## src/rtl/bcat_pkg.sv

```systemverilog
`timescale 1ns / 1ps
// shared types and constants of the block chain allocation table
package bcat_pkg;

  localparam int unsigned TABLE_ENTRIES_DEF = 4096;

  localparam int unsigned CMD_W    = 2;
  localparam int unsigned COUNT_W  = 12;
  localparam int unsigned BLK_W    = 12;
  localparam int unsigned STATUS_W = 2;

  typedef enum logic [CMD_W-1:0] {
    CMD_ALLOC  = 2'd0,
    CMD_FREE   = 2'd1,
    CMD_READ   = 2'd2,
    CMD_FORMAT = 2'd3
  } cmd_e;

  typedef enum logic [STATUS_W-1:0] {
    ST_OK        = 2'd0,
    ST_NO_SPACE  = 2'd1,
    ST_BAD_ENTRY = 2'd2
  } status_e;

  typedef enum logic [2:0] {
    S_CLEAR,
    S_IDLE,
    S_COUNT,
    S_LINK,
    S_END,
    S_FREE,
    S_READ,
    S_RESP
  } state_e;

  typedef struct packed {
    status_e          status;
    logic [BLK_W-1:0] block_index;
    logic             chain_end;
  } result_t;

endpackage

```

## src/rtl/bcat_ctrl.sv

```systemverilog
`timescale 1ns / 1ps
// command sequencer: clearing pass, allocation scans, chain walk and read
module bcat_ctrl
  import bcat_pkg::*;
#(
  parameter int unsigned TABLE_ENTRIES = TABLE_ENTRIES_DEF,
  localparam int unsigned IW = $clog2(TABLE_ENTRIES),
  localparam int unsigned EW = IW + 1
) (
  input  logic               clk_i,
  input  logic               rst_ni,
  input  logic               in_valid_i,
  output logic               in_ready_o,
  input  logic [CMD_W-1:0]   cmd_i,
  input  logic [COUNT_W-1:0] block_count_i,
  input  logic [BLK_W-1:0]   start_block_i,
  output logic               res_valid_o,
  input  logic               res_ready_i,
  output result_t            res_o,
  output logic               we_o,
  output logic [IW-1:0]      waddr_o,
  output logic [EW-1:0]      wdata_o,
  output logic [IW-1:0]      raddr_o,
  input  logic [EW-1:0]      rdata_i
);

  localparam logic [EW-1:0] END_MARK = EW'(TABLE_ENTRIES);
  localparam logic [EW-1:0] LAST     = EW'(TABLE_ENTRIES - 1);

  state_e             state_q, state_d;
  logic [EW-1:0]      addr_q, addr_d;
  logic               pv_q, pv_d;
  logic [IW-1:0]      paddr_q, paddr_d;
  logic [COUNT_W-1:0] cnt_q, cnt_d;
  logic [COUNT_W-1:0] count_q, count_d;
  logic [IW-1:0]      prev_q, prev_d;
  logic               head_q, head_d;
  logic               fmt_q, fmt_d;
  result_t            res_q, res_d;

  logic               iss;
  logic               start_bad;
  logic               in_beat;

  assign iss       = (addr_q != END_MARK);
  assign start_bad = (32'(start_block_i) >= 32'(TABLE_ENTRIES));
  assign in_beat   = in_valid_i && in_ready_o;

  always_ff @(posedge clk_i or negedge rst_ni) begin
    if (!rst_ni) begin
      state_q <= S_CLEAR;
      addr_q  <= '0;
      pv_q    <= 1'b0;
      fmt_q   <= 1'b0;
    end else begin
      state_q <= state_d;
      addr_q  <= addr_d;
      pv_q    <= pv_d;
      fmt_q   <= fmt_d;
    end
  end

  always_ff @(posedge clk_i) begin
    paddr_q <= paddr_d;
    cnt_q   <= cnt_d;
    count_q <= count_d;
    prev_q  <= prev_d;
    head_q  <= head_d;
    res_q   <= res_d;
  end

  always_comb begin
    state_d     = state_q;
    addr_d      = addr_q;
    pv_d        = 1'b0;
    paddr_d     = paddr_q;
    cnt_d       = cnt_q;
    count_d     = count_q;
    prev_d      = prev_q;
    head_d      = head_q;
    fmt_d       = fmt_q;
    res_d       = res_q;
    we_o        = 1'b0;
    waddr_o     = prev_q;
    wdata_o     = '0;
    raddr_o     = addr_q[IW-1:0];
    in_ready_o  = (state_q == S_IDLE);
    res_valid_o = (state_q == S_RESP);

    unique case (state_q)
      S_CLEAR: begin
        we_o    = 1'b1;
        waddr_o = addr_q[IW-1:0];
        wdata_o = (addr_q == '0) ? END_MARK : '0;
        addr_d  = addr_q + EW'(1);
        if (addr_q == LAST) begin
          state_d = fmt_q ? S_RESP : S_IDLE;
        end
      end

      S_IDLE: begin
        if (in_beat) begin
          count_d = block_count_i;
          res_d   = '{status: ST_OK, block_index: '0, chain_end: 1'b0};
          unique case (cmd_e'(cmd_i))
            CMD_ALLOC: begin
              addr_d = EW'(1);
              cnt_d  = '0;
              if (block_count_i == '0) begin
                state_d = S_RESP;
              end else begin
                state_d = S_COUNT;
              end
            end
            CMD_FREE: begin
              if (start_block_i == '0 || start_bad) begin
                res_d.status = ST_BAD_ENTRY;
                state_d      = S_RESP;
              end else begin
                raddr_o = IW'(start_block_i);
                prev_d  = IW'(start_block_i);
                cnt_d   = '0;
                head_d  = 1'b1;
                state_d = S_FREE;
              end
            end
            CMD_READ: begin
              if (start_bad) begin
                res_d.status = ST_BAD_ENTRY;
                state_d      = S_RESP;
              end else begin
                raddr_o = IW'(start_block_i);
                state_d = S_READ;
              end
            end
            CMD_FORMAT: begin
              addr_d  = '0;
              fmt_d   = 1'b1;
              state_d = S_CLEAR;
            end
          endcase
        end
      end

      S_COUNT: begin
        if (iss) begin
          addr_d  = addr_q + EW'(1);
          pv_d    = 1'b1;
          paddr_d = addr_q[IW-1:0];
        end
        if (pv_q && rdata_i == '0) begin
          cnt_d = cnt_q + COUNT_W'(1);
          if (cnt_q + COUNT_W'(1) == count_q) begin
            state_d = S_LINK;
            addr_d  = EW'(1);
            pv_d    = 1'b0;
            cnt_d   = '0;
          end
        end else if (!pv_q && !iss) begin
          res_d.status = ST_NO_SPACE;
          state_d      = S_RESP;
        end
      end

      S_LINK: begin
        if (iss) begin
          addr_d  = addr_q + EW'(1);
          pv_d    = 1'b1;
          paddr_d = addr_q[IW-1:0];
        end
        if (pv_q && rdata_i == '0) begin
          if (cnt_q == '0) begin
            res_d.block_index = BLK_W'(paddr_q);
          end else begin
            we_o    = 1'b1;
            waddr_o = prev_q;
            wdata_o = EW'(paddr_q);
          end
          prev_d = paddr_q;
          cnt_d  = cnt_q + COUNT_W'(1);
          if (cnt_q + COUNT_W'(1) == count_q) begin
            pv_d    = 1'b0;
            state_d = S_END;
          end
        end
      end

      S_END: begin
        we_o    = 1'b1;
        waddr_o = prev_q;
        wdata_o = END_MARK;
        state_d = S_RESP;
      end

      S_FREE: begin
        if (rdata_i == '0) begin
          res_d.status = head_q ? ST_BAD_ENTRY : ST_OK;
          state_d      = S_RESP;
        end else if (head_q && count_q == '0) begin
          state_d = S_RESP;
        end else begin
          we_o    = 1'b1;
          waddr_o = prev_q;
          wdata_o = '0;
          head_d  = 1'b0;
          cnt_d   = cnt_q + COUNT_W'(1);
          if (rdata_i == END_MARK || cnt_q + COUNT_W'(1) == count_q) begin
            state_d = S_RESP;
          end else begin
            prev_d  = rdata_i[IW-1:0];
            raddr_o = rdata_i[IW-1:0];
          end
        end
      end

      S_READ: begin
        if (rdata_i == '0) begin
          res_d.status = ST_BAD_ENTRY;
        end else if (rdata_i == END_MARK) begin
          res_d.chain_end = 1'b1;
        end else begin
          res_d.block_index = BLK_W'(rdata_i);
        end
        state_d = S_RESP;
      end

      S_RESP: begin
        if (res_ready_i) begin
          fmt_d   = 1'b0;
          state_d = S_IDLE;
        end
      end

      default: begin
        state_d = S_IDLE;
      end
    endcase
  end

  assign res_o = res_q;

  // table untouched while waiting for a command
  a_no_write_idle: assert property (@(posedge clk_i) disable iff (!rst_ni)
    (state_q == S_IDLE) |-> !we_o)
    else $error("table written while idle");

  // links only point forward to the entry being taken
  a_link_forward: assert property (@(posedge clk_i) disable iff (!rst_ni)
    (state_q == S_LINK && we_o) |-> (waddr_o < paddr_q))
    else $error("allocation link does not point forward");

  // a delivered result frees the sequencer
  a_resp_idle: assert property (@(posedge clk_i) disable iff (!rst_ni)
    (res_valid_o && res_ready_i) |=> in_ready_o)
    else $error("sequencer not idle after result beat");

endmodule

```

## config.mk

```make
export PLATFORM = sky130hd
export DESIGN_NAME = bcat_ctrl
export DESIGN_NICKNAME = d
export VERILOG_FILES = /design/src/rtl/bcat_pkg.sv /design/src/rtl/bcat_ctrl.sv
export SDC_FILE = /design/constraint.sdc
export NUM_CORES = 1
export LEC_CHECK = 0
export BUFFER_PORTS_ARGS = -buffer_cell sky130_fd_sc_hd__clkbuf_2
export CORE_ASPECT_RATIO = 2
export CORE_UTILIZATION = 51
export CTS_CLUSTER_DIAMETER = 60
export DETAILED_ROUTE_END_ITERATION = 10
export GPL_ROUTABILITY_DRIVEN = 0
export PLACE_DENSITY = 0.85
export SLEW_MARGIN = 20
export SYNTH_ARGS = -nofsm -noshare
export SYNTH_HDL_FRONTEND = slang
export SYNTH_SLANG_ARGS = --single-unit
```

## constraint.sdc

```tcl
create_clock -name clk_i -period 4.1 [get_ports clk_i]
set_clock_uncertainty 0.15 [all_clocks]
set_input_delay 0.82 -clock clk_i [delete_from_list [all_inputs] [get_ports clk_i]]
set_output_delay 0.82 -clock clk_i [all_outputs]
set_load 0.02 [all_outputs]
```

==> results of run 1 <==
cell families after synthesis:
logic type	synth area share [%]
fa+ha+maj	2.38
flops	45.2
simple gates	20.0
xor+xnor	6.03
mux	3.74
compound gates	18.3
buf+inv	4.29
synthesized netlist by cell type, types with 3 or more instances:
cell / number
mux2_2: 12
and2_1: 4
nor3_1: 14
a21oi_1: 16
ha_1: 10
clkbuf_1: 26
a31oi_1: 6
a211oi_1: 3
o211ai_1: 4
nor4_1: 13
o21ai_0: 17
and4_1: 4
inv_1: 20
edfxtp_1: 64
a221o_1: 11
nand2_1: 55
buf_2: 6
o311a_1: 3
nor2_1: 50
dfrtp_1: 18
nand4_1: 8
o221a_1: 9
nor4b_1: 4
nor2b_1: 4
xor2_1: 12
mux2i_1: 5
o21bai_1: 3
nand3_1: 18
and3_1: 16
xnor2_1: 13
a22oi_1: 14
a22o_1: 12
power by group through the flow:
stage / clock network, mW / registers (mW) / logic, mW
CTS: 0.797 / 1.68 / 2.46
finish: 0.794 / 1.69 / 2.55
global placement: 0 / 1.68 / 2.34
detailed placement: 0 / 1.70 / 2.41
floorplan: 0 / 1.62 / 1.69
global route: 0.832 / 1.72 / 2.72
routing by layer:
| layer | routed length [µm] | part of all wire (%) | track usage [%] | vias up |
|---|---|---|---|---|
| met3 | 1170 | 7.2 | 6.86 | 105 |
| met2 | 8340 | 51 | 53.1 | 349 |
| met1 | 5220 | 32 | 32.9 | 2320 |
| met4 | 1500 | 9.3 | 26.3 | 0 |
| met5 | 0 | 0 | 0 | - |
| li1 | - | - | - | 2180 |
registers in the layout, indices dropped and copies added, names as in the netlist:
name	count
head_q	1
cnt_q	12
state_q	3
count_q	12
fmt_q	1
pv_q	1
addr_q	13
res_o	15
paddr_q	12
prev_q	12
stage by stage:
stage	util, %	setup WS, ns	area [µm²]	instances
after floorplan	-	0.150	5250	521
after global placement	58.8	0.264	5930	739
after detailed placement	58.8	0.174	5930	739
after CTS	62.2	0.000905	6270	760
after global routing	62.7	0.0110	6320	763
final	62.7	0.0536	6320	763
critical path, cell delays in order, from the launching register on:
cell,delay (ns)
dfrtp_1,0.57
o21bai_1,0.25
buf_4,0.16
nor2_1,0.15
nand3_1,0.11
nor2_1,0.79
a221o_1,0.31
o221a_1,0.21
clkbuf_2,0.18
worst paths after layout:
check                             end  cells after the start
setup / recovery           raddr_o[2]                      8
hold / removal              addr_q[0]                      1
setup reg to reg           state_q[0]                      7
hold reg to reg                 fmt_q                      2
max in group asynchronous   addr_q[1]                      1
min in group clk_i              fmt_q                      2
timing repair:
item,CTS,global route
buffers inserted,5,3
pin swaps,1,2
resized for setup,3,7
endpoints found under the setup margin,12,12
area by class of cell:
class	count	area, µm²	share of cell area [%]
Multi-Input combinational cell	384	2710	42.9
Tap cell	135	169	2.67
Timing Repair Buffer	126	703	11.1
Clock buffer	9	225	3.56
Inverter	20	75.1	1.19
Sequential cell	82	2370	37.5
Clock inverter	7	67.6	1.07
==> summary.txt, run 1 <==
Status -> finished with violations
Failing checks -> design-rule violations
CORE AREA -> 10100 µm²
CP Capture Type -> primary output
Power share of the clock group -> 15.8%
Final slew viol count -> 0
Worst Hold Class -> in -> async
DRT Pass-1 Iters -> 8
Via count -> 4954
Commonest non-fill, non-tap cell in the layout -> clkbuf_2
Minimum clock period -> 4.05 ns
Root Buffer -> clkbuf_16
First-pass GRT wire length -> 25500 µm
PwrDens -> 796 nW/µm²
Fmax -> 247 MHz
Async S/R FF share, synth -> 22.0%
Vias in the first global route -> 4969
Post-synth top area share -> 36.6%
Final-stage net count -> 676
WL final -> 16200 µm
Max-cap violations -> 0
Via-to-Cell Ratio -> 6.49
Switching pwr -> 2.24 mW
Leak Pwr -> 2.67 nW
Synth area leaders -> edfxtp_1 (37%), dfrtp_1 (8.6%), nand2_1 (3.9%), nor2_1 (3.6%), mux2_2 (2.6%)
RR Startpoint -> state_q[2]
Crit path launch type -> flip-flop
CTS tree -> done
Setup_tns -> 0 ns
Switching share of power -> 44.5%
Yosys reg bits -> 82
Primary FF master, synth -> edfxtp_1
Slew @ Worst Pin -> 1.02 ns
Final setup fails -> 0
Total GRT Usage -> 31.9%
Arrival time worst endpoint -> 3.08 ns
FP Rows -> 52
Pin count of the biggest net entering global routing -> 26
Die Y -> 145 µm
Syn Nets -> 574
Logic pwr share -> 50.7%
Commonest cells after routing, fill and taps aside -> clkbuf_2 (97), edfxtp_1 (64), nand2_1 (55), nor2_1 (49), buf_4 (29)
Port Buffers -> 97
Yosys top cell by area -> edfxtp_1
CTS Hold Bufs -> 0
Routed Antenna Nets -> 0
Post-DP HPWL -> 12300 µm
Clk slew on worst S/H paths -> 0.06 ns
Initial antenna violation count -> 0
RSZ-0062 raised after global routing -> false
DIE WIDTH -> 73.7 µm
# H-tree levels -> 3
Antenna cells -> 0
# fillers -> 800
Layout cell share with drive strength beyond 1 -> 27.9%
TritonCTS Sinks -> 82
Cell Area, Synth -> 5250 µm²
CTS Buffer Depth -> 2
Required time of the worst setup path -> 3.13 ns
Critical path origin -> state_q[2]
Relative slew slack -> 31.8%
Internal -> 2.79 mW
WHS -> 0.268 ns
CP Class -> reg -> out
Flop2flop setup slack -> 0.99 ns
Maximum fanout along the worst path -> 16
Yosys cell types -> 71
# IOs -> 98
Final Cycle Share -> 98.7%
Sequential share of the synthesized area -> 45.2%
Drt initial violations -> 387
Syn Inst Count -> 521
Worst-skew pair later-pin latency -> 0.35 ns
Initial core utilization -> 52.0%
Number of synthesized flops with an enable pin -> 64
Overall power -> 5.03 mW
Avg Inst Size Synth -> 10.1 µm²
YS warnings -> 0
Layout area overhead -> 20.5%
Routed WL per cell -> 21.3 µm
Reg power frac -> 33.5%
Remaining Overflow, GRT -> 0
Die area -> 10700 µm²
Cts bufs inserted -> 9
Residual DRC -> 1
Final Hold Vio Count -> 0
Worst vdd ir -> 0.531 mV
No activity file was read; power rests on OpenSTA's default activity.
==> run 2: changes to the inputs <==
--- a/config.mk
+++ b/config.mk
@@ -5,6 +5,7 @@
 export SDC_FILE = /design/constraint.sdc
 export NUM_CORES = 1
 export LEC_CHECK = 0
+export ABC_AREA = 1
 export BUFFER_PORTS_ARGS = -buffer_cell sky130_fd_sc_hd__clkbuf_2
 export CORE_ASPECT_RATIO = 2
 export CORE_UTILIZATION = 51
==> constraint.sdc (replaced) <==
create_clock -name clk_i -period 4.1 [get_ports clk_i]
set_clock_uncertainty 0.15 [all_clocks]
set_input_delay 0.41 -clock clk_i [delete_from_list [all_inputs] [get_ports clk_i]]
set_output_delay 0.41 -clock clk_i [all_outputs]
set_load 0.02 [all_outputs]
==> summary.txt, run 2 <==
Status -> finished, final reports clean
Async S/R FF share, synth -> 22.0% (unchanged)
Drt initial violations -> 657 (+70%)
Synth area leaders -> edfxtp_1 (36%), nand2_1 (11%), dfrtp_1 (8.4%), inv_1 (7.6%), nor2_1 (5.9%)
Yosys top cell by area -> edfxtp_1
Syn Inst Count -> 705 (+35%)
WL final -> 16800 µm (+3.8%)
# H-tree levels -> 3 (unchanged)
Avg Inst Size Synth -> 7.62 µm² (-24%)
Via count -> 5593 (+13%)
Critical path origin -> cnt_q[0]
Max reg flops -> 15 (unchanged)
Worst-skew pair later-pin latency -> 0.35 ns (about the same)
Max-cap violations -> 0 (unchanged)
Capture point of the worst reg-to-reg path -> cnt_q[4]
Remaining Overflow, GRT -> 0 (unchanged)
CP Capture Type -> primary output
Leak Pwr -> 3.06 nW (+15%)
Sequential share of the synthesized area -> 44.2% (-1.0 points)
CTS Buffer Depth -> 2 (unchanged)
FP Rows -> 52 (unchanged)
Final slew viol count -> 0 (unchanged)
PwrDens -> 382 nW/µm² (-52%)
Routed Antenna Nets -> 0 (unchanged)
Antenna cells -> 0 (unchanged)
DRT Pass-1 Iters -> 8 (unchanged)
Initial core utilization -> 52.9% (+0.87 points)
Fmax -> 286 MHz (+16%)
Via-to-Cell Ratio -> 5.94 (-8.5%)
Clk slew on worst S/H paths -> 0.06 ns (about the same)
Required time of the worst setup path -> 3.54 ns (+0.41 ns)
Post-synth top area share -> 35.8% (-0.84 points)
RR Startpoint -> state_q[0]
Root Buffer -> clkbuf_16
Worst vdd ir -> 0.253 mV (-52%)
Most frequent cell after synthesis -> nand2_1
Flop2flop setup slack -> 0.95 ns (-0.04 ns)
# fillers -> 909 (+14%)
Register Area -> 2370 µm² (unchanged)
Synth cell count leaders -> nand2_1 (163), inv_1 (109), nor2_1 (84)
Final setup fails -> 0 (unchanged)
Port Buffers -> 97 (unchanged)
Initial antenna violation count -> 0 (unchanged)
DIE WIDTH -> 74.6 µm (+1.1%)
Relative slew slack -> 47.6% (+16 points)
Yosys reg bits -> 82 (unchanged)
TritonCTS Sinks -> 82 (unchanged)
Number of synthesized flops with an enable pin -> 64 (unchanged)
Crit path launch type -> flip-flop
Routed WL per cell -> 17.9 µm (-16%)
Cts bufs inserted -> 9 (unchanged)
Hold path startpoint -> block_count_i[8]
Vias in the first global route -> 5258 (+5.8%)
CP Class -> reg -> out
Slew @ Worst Pin -> 0.783 ns (-0.237 ns)
Total GRT Usage -> 32.1% (+0.22 points)
Post-DP HPWL -> 12900 µm (+4.7%)
Pin count of the biggest net entering global routing -> 25 (-3.8%)
# IOs -> 98 (unchanged)
First-pass GRT wire length -> 26400 µm (+3.2%)
Worst Hold Class -> in -> reg
Final Hold Vio Count -> 0 (unchanged)
CTS tree -> done
Setup repair bufs after CTS -> 0 (-5)
Commonest non-fill, non-tap cell in the layout -> nand2_1
Setup_tns -> 0 ns (unchanged)
CTS Hold Bufs -> 1 (+1)
CORE AREA -> 10100 µm² (+0.64%)
Layout cell share with drive strength beyond 1 -> 16.7% (-11 points)
Die Y -> 147 µm (+1.1%)
Maximum fanout along the worst path -> 18 (+2)
RSZ-0062 raised after global routing -> false
Core Util, Final -> 61.9% (-0.80 points)
Residual DRC -> 0 (-1)
Syn Nets -> 758 (+32%)
Yosys cell types -> 40 (-44%)
Final Cycle Share -> 85.4% (-13 points)
Commonest cells after routing, fill and taps aside -> nand2_1 (163), inv_1 (109), clkbuf_2 (97), nor2_1 (83), edfxtp_1 (64)
End of the critical path -> raddr_o[4]
Cell Area, Synth -> 5370 µm² (+2.3%)
Primary FF master, synth -> edfxtp_1
Post-CTS sizing -> 0 (-3)
Worst Reg-to-Reg Cells -> 9 (+2)
Minimum clock period -> 3.50 ns (-0.545 ns)
Multi-input logic area -> 2490 µm² (-8.1%)
YS warnings -> 0 (unchanged)
Final-stage net count -> 854 (+26%)
Layout area overhead -> 17.0%
Die area -> 11000 µm² (+2.3%)
Arrival time worst endpoint -> 2.94 ns (-0.14 ns)
-- run 2: changes by cell type in the layout (fill, tap and decap cells not counted), sizes merged, moves of 13 or more --
cell	previous run	this run
a22oi	14	0
and3	16	0
buf	29	8
inv	21	112
mux2	13	0
nand2	55	165
nand3	19	62
nand4	9	38
nor2	50	89
nor3	14	1
o21ai	18	40
xnor2	13	0
-- run 2: worst min-delay path by stage --
stage,to,slack [ns],cells after the start
2_1_floorplan,addr_q[0],-0.04,0
3_3_place_gp,fmt_q,0.24,1
3_5_place_dp,fmt_q,0.26,1
4_1_cts,count_q[8],0.1,1
5_1_grt,count_q[8],0.1,1
6_report,count_q[8],0.1,1
-- run 2: cells by family (layout without fill, tap and decap cells) --
group           count (synthesis)  after routing  share of synthesized area (%)
compound gates                102            102                           11.5
xor+xnor                       12             12                           1.96
fa+ha+maj                      10             10                           2.33
buf+inv                       132            233                           9.57
flops                          82             82                           44.2
simple gates                  367            367                           30.5
-- run 2: routing by layer --
metal	vias to the layer above	global-route usage, %	wire length [µm]
met5	-	0	0
li1	2574	-	-
met1	2590	36.1	5910
met3	87	4.32	1150
met2	342	55.9	8840
met4	0	18.2	940
-- run 2: power by group --
group / switching [mW] / internal [mW]
registers: 0.0858 / 0.947
logic: 0.397 / 0.206
clock network: 0.353 / 0.414
-- run 2: area by class of cell --
type	instances	share of cell area (%)
repair buffers	106	8.84
well taps	135	2.69
flip-flops and latches	82	37.7
multi-input cells	491	39.7
clock inverters	7	0.836
inverters	111	6.63
clock buffers	9	3.58
-- run 2: worst max-delay path, cell delays in order (launching register included) --
cell and delay [ns]:
edfxtp_1 0.47, ha_1 0.27, nand2_1 0.14, nor2_1 0.15
nand2_1 0.07, nand2_1 0.08, nand2_1 0.07, nand2_1 0.06
nand3_1 0.10, nor2_2 0.16, nand3_4 0.25, nand3_2 0.29
nand2_1 0.11, nand3_1 0.08, nand3_1 0.10, clkbuf_2 0.19
-- run 2: per-stage QoR --
| step | instance area, µm² | power [mW] | setup slack [ns] | instances | hold WS [ns] |
|---|---|---|---|---|---|
| finish | 6280 | 2.40 | 0.599 | 941 | 0.0989 |
| global route | 6280 | 2.49 | 0.386 | 941 | 0.0968 |
| CTS | 6280 | 2.38 | 0.680 | 941 | 0.0988 |
| detailed placement | 5990 | 1.63 | 1.06 | 924 | 0.256 |
| global placement | 5990 | 1.63 | 1.08 | 924 | 0.245 |
| floorplan | 5370 | 1.41 | 0.388 | 705 | -0.0356 |
